**src/rtl/psol_pkg.sv**
```systemverilog
`timescale 1ns / 1ps
// Package: request and status codes and beat field widths for the slot pool.
package psol_pkg;

    localparam int unsigned SLOT_W = 4;

    typedef enum logic [1:0] {
        REQ_ADD    = 2'd0,
        REQ_REMOVE = 2'd1,
        REQ_CLEAR  = 2'd2
    } t_req;

    typedef enum logic [1:0] {
        ST_OK       = 2'd0,
        ST_FULL     = 2'd1,
        ST_BUFFERED = 2'd2,
        ST_NOT_USED = 2'd3
    } t_status;

    typedef struct packed {
        logic                        hvalid;
        logic [SLOT_W-1:0]           tail;
        logic [SLOT_W-1:0]           head;
        logic [SLOT_W-1:0]           granted;
        t_status                     status;
    } t_result;

endpackage

```
**src/rtl/psol_ram.sv**
```systemverilog
`timescale 1ns / 1ps
// Generic single-write, single-read RAM with registered read data.
module psol_ram #(
    parameter int unsigned WIDTH = 4,
    parameter int unsigned DEPTH = 16
) (
    input  logic                     i_clk,
    input  logic                     i_we,
    input  logic [$clog2(DEPTH)-1:0] i_waddr,
    input  logic [WIDTH-1:0]         i_wdata,
    input  logic                     i_re,
    input  logic [$clog2(DEPTH)-1:0] i_raddr,
    output logic [WIDTH-1:0]         o_rdata
);

    logic [WIDTH-1:0] r_mem [DEPTH];
    logic [WIDTH-1:0] r_rdata;

    always_ff @(posedge i_clk) begin
        if (i_we) begin
            r_mem[i_waddr] <= i_wdata;
        end
        if (i_re) begin
            r_rdata <= r_mem[i_raddr];
        end
    end

    assign o_rdata = r_rdata;

endmodule

```
**src/rtl/psol_free_enc.sv**
```systemverilog
`timescale 1ns / 1ps
// Lowest-free-slot priority encoder over the slot usage bitmap.
module psol_free_enc #(
    parameter int unsigned NUM = 16
) (
    input  logic [NUM-1:0]         i_used,
    output logic                   o_found,
    output logic [$clog2(NUM)-1:0] o_idx
);

    always_comb begin
        o_idx = '0;
        for (int i = NUM - 1; i >= 0; i--) begin
            if (!i_used[i]) begin
                o_idx = ($clog2(NUM))'(i);
            end
        end
    end

    assign o_found = ~&i_used;

endmodule

```
**src/rtl/packet_slot_pool_ordered_list.sv**
```systemverilog
`timescale 1ns / 1ps
// Top level: packet slot pool with arrival-ordered doubly linked list.
// An accepted beat enters update state S_EXEC; its result beat is registered on fire.
// A request is taken only once the last has left S_EXEC; the registered link RAM read
// (prev/next of the slot to unlink) sits between acceptance and update.
// A held output beat stalls the update stage; one more request is taken meanwhile.
// Reset: usage bitmap cleared, list empty, no output beat; link RAMs are not cleared.
module packet_slot_pool_ordered_list #(
    parameter int unsigned POOL_SLOTS = 16
) (
    input  logic        i_clk,
    input  logic        i_rst_n,
    input  logic        i_s_tvalid,
    output logic        o_s_tready,
    input  logic [7:0]  i_s_tdata,   // slot_index[3:0], already_buffered[4], zero pad
    input  logic [1:0]  i_s_tuser,   // req_type[1:0]
    output logic        o_m_tvalid,
    input  logic        i_m_tready,
    output logic [15:0] o_m_tdata,   // granted_slot[3:0], head_slot[7:4], head_valid[8],
                                     // tail_slot[12:9], zero pad
    output logic [1:0]  o_m_tuser    // status[1:0]
);

    import psol_pkg::*;

    localparam int unsigned IW = $clog2(POOL_SLOTS);

    typedef enum logic {
        S_IDLE,
        S_EXEC
    } t_state;

    t_state                  r_state;
    t_req                    r_req;
    logic [SLOT_W-1:0]       r_idx;
    logic                    r_buf;
    logic [POOL_SLOTS-1:0]   r_used;
    logic [POOL_SLOTS-1:0]   n_used;
    logic [IW-1:0]           r_head, n_head;
    logic [IW-1:0]           r_tail, n_tail;
    logic                    r_nonempty, n_nonempty;
    logic                    r_m_valid;
    t_result                 r_res, n_res;

    logic                    s_accept;
    logic                    fire;
    logic                    free_found;
    logic [IW-1:0]           free_idx;
    logic [IW-1:0]           rd_next, rd_prev;
    logic [IW-1:0]           slot;
    logic                    idx_ok, slot_used, p_nil, n_nil;
    logic                    next_we, prev_we;
    logic [IW-1:0]           next_waddr, next_wdata, prev_waddr, prev_wdata;
    logic [IW-1:0]           in_slot;

    assign o_s_tready = (r_state == S_IDLE);
    assign s_accept   = i_s_tvalid && o_s_tready;
    assign fire       = (r_state == S_EXEC) && (!r_m_valid || i_m_tready);
    assign in_slot    = IW'(i_s_tdata[SLOT_W-1:0]);

    psol_free_enc #(.NUM(POOL_SLOTS)) u_free_enc (
        .i_used  (r_used),
        .o_found (free_found),
        .o_idx   (free_idx)
    );

    psol_ram #(.WIDTH(IW), .DEPTH(POOL_SLOTS)) u_next_ram (
        .i_clk   (i_clk),
        .i_we    (next_we),
        .i_waddr (next_waddr),
        .i_wdata (next_wdata),
        .i_re    (s_accept),
        .i_raddr (in_slot),
        .o_rdata (rd_next)
    );

    psol_ram #(.WIDTH(IW), .DEPTH(POOL_SLOTS)) u_prev_ram (
        .i_clk   (i_clk),
        .i_we    (prev_we),
        .i_waddr (prev_waddr),
        .i_wdata (prev_wdata),
        .i_re    (s_accept),
        .i_raddr (in_slot),
        .o_rdata (rd_prev)
    );

    assign slot      = IW'(r_idx);
    assign idx_ok    = 32'(r_idx) < POOL_SLOTS;
    assign slot_used = idx_ok && r_used[slot];
    // head has no predecessor, tail no successor; those links are never stored
    assign p_nil     = (slot == r_head);
    assign n_nil     = (slot == r_tail);

    always_comb begin
        n_used       = r_used;
        n_head       = r_head;
        n_tail       = r_tail;
        n_nonempty   = r_nonempty;
        next_we      = 1'b0;
        next_waddr   = r_tail;
        next_wdata   = free_idx;
        prev_we      = 1'b0;
        prev_waddr   = free_idx;
        prev_wdata   = r_tail;
        n_res        = '0;
        n_res.status = ST_OK;
        unique case (r_req)
            REQ_ADD: begin
                priority if (r_buf) begin
                    n_res.status = ST_BUFFERED;
                end else if (!free_found) begin
                    n_res.status = ST_FULL;
                end else begin
                    n_used[free_idx] = 1'b1;
                    next_we          = fire && r_nonempty;
                    prev_we          = fire && r_nonempty;
                    if (!r_nonempty) begin
                        n_head = free_idx;
                    end
                    n_tail        = free_idx;
                    n_nonempty    = 1'b1;
                    n_res.granted = SLOT_W'(free_idx);
                end
            end
            REQ_REMOVE: begin
                n_res.granted = r_idx;
                if (!slot_used) begin
                    n_res.status = ST_NOT_USED;
                end else begin
                    n_used[slot] = 1'b0;
                    next_we      = fire && !p_nil && !n_nil;
                    next_waddr   = rd_prev;
                    next_wdata   = rd_next;
                    prev_we      = fire && !p_nil && !n_nil;
                    prev_waddr   = rd_next;
                    prev_wdata   = rd_prev;
                    if (p_nil) begin
                        n_head = rd_next;
                    end
                    if (n_nil) begin
                        n_tail = rd_prev;
                    end
                    n_nonempty = !(p_nil && n_nil);
                end
            end
            REQ_CLEAR: begin
                n_used     = '0;
                n_nonempty = 1'b0;
            end
            default: begin
            end
        endcase
        n_res.hvalid = n_nonempty;
        n_res.head   = n_nonempty ? SLOT_W'(n_head) : '0;
        n_res.tail   = n_nonempty ? SLOT_W'(n_tail) : '0;
    end

    always_ff @(posedge i_clk) begin
        if (!i_rst_n) begin
            r_state    <= S_IDLE;
            r_used     <= '0;
            r_nonempty <= 1'b0;
            r_m_valid  <= 1'b0;
        end else begin
            if (fire) begin
                r_m_valid <= 1'b1;
            end else if (i_m_tready) begin
                r_m_valid <= 1'b0;
            end
            unique case (r_state)
                S_IDLE: begin
                    if (s_accept) begin
                        r_state <= S_EXEC;
                    end
                end
                S_EXEC: begin
                    if (fire) begin
                        r_state    <= S_IDLE;
                        r_used     <= n_used;
                        r_nonempty <= n_nonempty;
                    end
                end
                default: r_state <= S_IDLE;
            endcase
        end
    end

    always_ff @(posedge i_clk) begin
        if (s_accept) begin
            r_req <= t_req'(i_s_tuser);
            r_idx <= i_s_tdata[SLOT_W-1:0];
            r_buf <= i_s_tdata[SLOT_W];
        end
        if (fire) begin
            r_head <= n_head;
            r_tail <= n_tail;
            r_res  <= n_res;
        end
    end

    assign o_m_tvalid = r_m_valid;
    assign o_m_tuser  = r_res.status;
    assign o_m_tdata  = {3'b000, r_res.tail, r_res.hvalid, r_res.head, r_res.granted};

    a_nonempty_matches_bitmap: assert property (@(posedge i_clk) disable iff (!i_rst_n)
        r_nonempty == (|r_used))
        else $error("list nonempty flag disagrees with usage bitmap");

    a_ends_are_used: assert property (@(posedge i_clk) disable iff (!i_rst_n)
        r_nonempty |-> (r_used[r_head] && r_used[r_tail]))
        else $error("head or tail points at a free slot");

    a_writes_only_on_fire: assert property (@(posedge i_clk) disable iff (!i_rst_n)
        (next_we || prev_we) |-> fire)
        else $error("link RAM written outside update");

    a_accept_to_exec: assert property (@(posedge i_clk) disable iff (!i_rst_n)
        s_accept |=> (r_state == S_EXEC))
        else $error("accepted beat did not enter update stage");

endmodule

```
**config.mk**
```make
export PLATFORM = sky130hd
export DESIGN_NAME = packet_slot_pool_ordered_list
export DESIGN_NICKNAME = d
export VERILOG_FILES = /design/src/rtl/psol_pkg.sv /design/src/rtl/psol_ram.sv /design/src/rtl/psol_free_enc.sv /design/src/rtl/packet_slot_pool_ordered_list.sv
export SDC_FILE = /design/constraint.sdc
export NUM_CORES = 1
export LEC_CHECK = 0
export ABC_AREA = 1
export BUFFER_PORTS_ARGS = -buffer_cell sky130_fd_sc_hd__buf_2
export CORE_ASPECT_RATIO = 0.5
export CORE_UTILIZATION = 40
export CTS_CLUSTER_DIAMETER = 80
export DETAILED_ROUTE_END_ITERATION = 8
export GPL_ROUTABILITY_DRIVEN = 0
export GPL_TIMING_DRIVEN = 0
export PLACE_DENSITY_LB_ADDON = 0.25
export RECOVER_POWER = 100
export SKIP_CTS_REPAIR_TIMING = 1
export SLEW_MARGIN = 20
export SYNTH_ARGS = -nofsm -noshare
export SYNTH_HDL_FRONTEND = slang
export SYNTH_SLANG_ARGS = --single-unit
```
**constraint.sdc**
```tcl
create_clock -name i_clk -period 4 [get_ports i_clk]
set_input_delay 0.4 -clock i_clk [delete_from_list [all_inputs] [get_ports i_clk]]
set_output_delay 0.4 -clock i_clk [all_outputs]
set_load 0.005 [all_outputs]
```
==> out/results.txt <==
The run finished with clean final reports. The net count of the finished layout is 891. Clock-pin slew was measured on the worst setup and hold paths at 70 ps. The number of core rows was 37; the insertion delay to the later sink of the worst-skew pair was 440 ps. The number of clock buffers added by TritonCTS is 17.

The fraction of synthesis flops using an asynchronous set or reset pin works out to 0%. The worst-case headroom to the max-slew limit came out at 20.52%. Across the run, the number of max-cap violations was 0.

0 antenna diodes ended up in the layout. The startpoint identified for the worst register-to-register timing path is r_idx[0]. Synthesis produced a netlist whose cell count is 824. The pin count of the biggest net entering global routing is 27. Counting cells, the worst reg-to-reg path comes to 13.

For the final database, setup skew stands at 9.188 ps. For the worst setup path, the data required time is 4100 ps. TritonCTS built the clock tree.

The adder and majority gate portion of the synthesized area is 0.4318%. The die is 106.2 um tall. The worst setup path is of the flop to flop kind.

The final max-slew violation count was 0; the CTS H-tree depth was 4. For this block, the initial DRC count from the detailed router was 654. In the finished design, the share of the clock period the worst path needs comes to 91.76%. Setup violations remaining at the end of the flow were counted as 0. Synthesis-stage register bit count: 185. The largest driver fanout on the critical path came out at 18. The synthesized-area fraction occupied by and/or/nand/nor cells was 12.74%. Once layout is complete, the utilization of the core stands at 46.41%. The distinct cell type count of the synthesized netlist is 44. The clock passes through at most 2 buffers.

The mux share of post-synthesis cell area is 3.685%, and the transition time of the tightest slew-check pin is 1188 ps. 34 I/O pins were placed. Data on the critical path arrives at its endpoint at 3770 ps. The run gives 20930 um2 as the core outline area. The routed length per placed instance is 18.86 um, and the half-perimeter wire length after detailed placement is 15490 um. Class of the tightest hold or removal check: primary input to flop. Yosys mapped a number of flops with a built-in enable equal to 166.

By area, the combinational part of the netlist is dominated by compound AO/OA/AOI/OAI gates. Setup repair after global routing left no endpoint under its margin. The average instance in the mapped netlist occupies 10.55 um2. In the routed layout, each cell is associated on average with a via count of 5.439.

The tree is rooted in a clkbuf_16. The tools report the number of antenna violations at the first check in global routing as 0. During synthesis, Yosys emitted a total of 0 warnings. Summing over every cut layer, the via total after detailed routing is 6413.

Shortest period the worst path allows: 3670 ps. The post-synthesis cell area was 8693 um2. The worst flop-to-flop path endpoint is u_next_ram.r_mem[1][1]. The run gives 138.3 ps as the smallest hold slack. The peak supply drop is 0.3446 mV, and the layout overhead on the synthesized area is 11.70%. In this run the cell area measured after placement is 9231 um2. The fraction of the mapped netlist area in compound gates came out at 14.65%. Leaving out fill and tap cells, the most frequent cell in the layout is edfxtp_1. After detailed routing, the number of remaining DRC violations is 0. The floorplan step defined a die boundary enclosing 22360 um2. CTS saw 185 sinks. For the number of hold violations in the final report, the log shows 0.

The count of cells along the worst hold path was 1; the wire length of the first global-routing pass was 34530 um. The effective utilization at floorplan was 41.55%; the static power due to leakage was 3.626 nW. The tools report the kind of end point of the critical path as a flop.

The startpoint class of the critical path is a flop. For the sum of routed wire length over all layers, the log shows 22230 um. Across every metal layer, demand over resource in global routing totals 20.88%. The most used flip-flop cell after synthesis is edfxtp_1. The die is 210.5 um wide.

Excluding fillers, the count of instances in the completed layout stands at 1179. In the layout the commonest cells are edfxtp_1, nand2_1, inv_1. Cells with a size suffix above 1 make up 8.568% of the layout.

The post-route cell area was 9711 um2. Via count of the first global-routing pass: 6147. Setup total negative slack on the finished layout was measured at 0 ps. The parity-gate share of the synthesized area counting xor and xnor cells was 0.4030%. For the post-route antenna net violation count, the log shows 0.

For flop-to-flop paths, the worst setup slack is 330 ps. The logs give 0 for the total overflow reported by the global router and 7 for the iteration count of the initial detailed-routing pass. The share of the yosys chip area belonging to registers was 61.72%; the power density over cell area was 436.6 nW/um2. The tools report the count of placed standard cells including taps as 1147.

The worst hold path terminates at r_req[1]. The startpoint identified for the worst hold timing path is i_s_tuser[1]. Port buffering added 27 buffers. Timing would allow up to 272.5 MHz.
[Yosys cell counts (2+ instances only)]
cell type  number  area [um2]
a211oi_1        8       60.06
a21oi_1        77       385.4
a22oi_1         2       15.01
a311oi_1        2       17.52
a31oi_1         2       12.51
buf_1           3       11.26
buf_2           6       30.03
buf_4           4       30.03
clkbuf_1       24       90.09
dfxtp_1        19       380.4
edfxtp_1      166        4985
ha_1            3       37.54
inv_1          91       341.6
inv_2           7       26.28
mux2i_1        32       320.3
nand2_1       117       439.2
nand2_2         4       25.02
nand3_1        31       155.2
nand3_2        10       100.1
nand4_1         5       31.28
nor2_1         64       240.2
nor3_1          7       35.03
o211ai_1       34       255.2
o21ai_0        55       275.3
o21ai_1         7       35.03
o21ai_2         5       43.79
o21bai_1        2       15.01
o22ai_1        14       87.58
o31ai_1         5       37.54
xor2_1          4       35.03
[worst max-delay path by stage]
stage / start / to / slack [ps] / cells after the start
finish: r_idx[0] / u_next_ram.r_mem[1][1] / 330 / 13
global route: r_idx[0] / u_prev_ram.r_mem[13][3] / 150 / 12
CTS: r_idx[0] / u_prev_ram.r_mem[6][2] / 440 / 14
detailed placement: r_idx[0] / u_prev_ram.r_mem[6][2] / 440 / 14
global placement: r_idx[0] / u_prev_ram.r_mem[7][2] / -190 / 12
floorplan: r_idx[1] / u_prev_ram.r_mem[11][0] / 1260 / 12
[state kept, by name, indices dropped and copies added, names as in the netlist]
signal / flops
r_state: 1
r_req: 2
r_nonempty: 1
o_m_tuser: 2
o_m_tvalid: 1
u_next_ram.o_rdata: 4
u_prev_ram.o_rdata: 4
u_next_ram.r_mem: 64
r_buf: 1
r_used: 16
u_prev_ram.r_mem: 64
o_m_tdata: 13
r_head: 4
r_idx: 4
r_tail: 4
[per-stage QoR]
| stage | setup slack (ps) | total power [W] |
|---|---|---|
| global route | 146.1 | 0.004397 |
| CTS | 439.0 | 0.004281 |
| finish | 329.8 | 0.004240 |
| floorplan | 1264 | 0.002523 |
| detailed placement | 440.5 | 0.002682 |
| global placement | -191.2 | 0.002672 |
[cell families (layout without fill, tap and decap cells)]
group | count (synthesis) | count (layout)
xor gates and xnor gates | 4 | 4
other | 1 | 3
and+or+nand+nor | 245 | 245
muxes | 32 | 32
DFF | 185 | 185
buffers and inverters | 138 | 199
adders and majority gates | 3 | 3
AOI/OAI and AO/OA | 216 | 216
[area by class of cell]
cell class              count  area, um2
clock inverters            15      138.9
plain buffers              38      167.7
well taps                 292      365.4
clock buffers              17      425.4
flip-flops and latches    185       5365
multi-input cells         503       2731
repair buffers             29      140.1
fillers                  1990      11210
inverters                 100      376.6
[worst max-delay path, stage by stage (launching register included)]
cell and delay (ps):
edfxtp_1 540, inv_2 180, nor2_2 300, inv_1 160, o22ai_1 130, o21ai_0 90
nand2_1 210, nor2_8 70, nand2_8 80, buf_6 150, a21oi_1 140, inv_1 490
nand3_1 350, nor2_1 410
[layer usage]
layer  share of wire, %  track usage, %  vias to the layer above
met3                7.1           5.643                       33
met1                 45           28.03                     3118
met4                2.1           7.402                        0
li1                   -               -                     3014
met2                 45           32.64                      248
met5                  0               0                        -
[where the power goes]
group          internal, W  switching (W)
sequential         0.00217      0.0000313
combinational     0.000115       0.000315
clock             0.000820       0.000784
No activity file was read; power rests on OpenSTA's default activity.
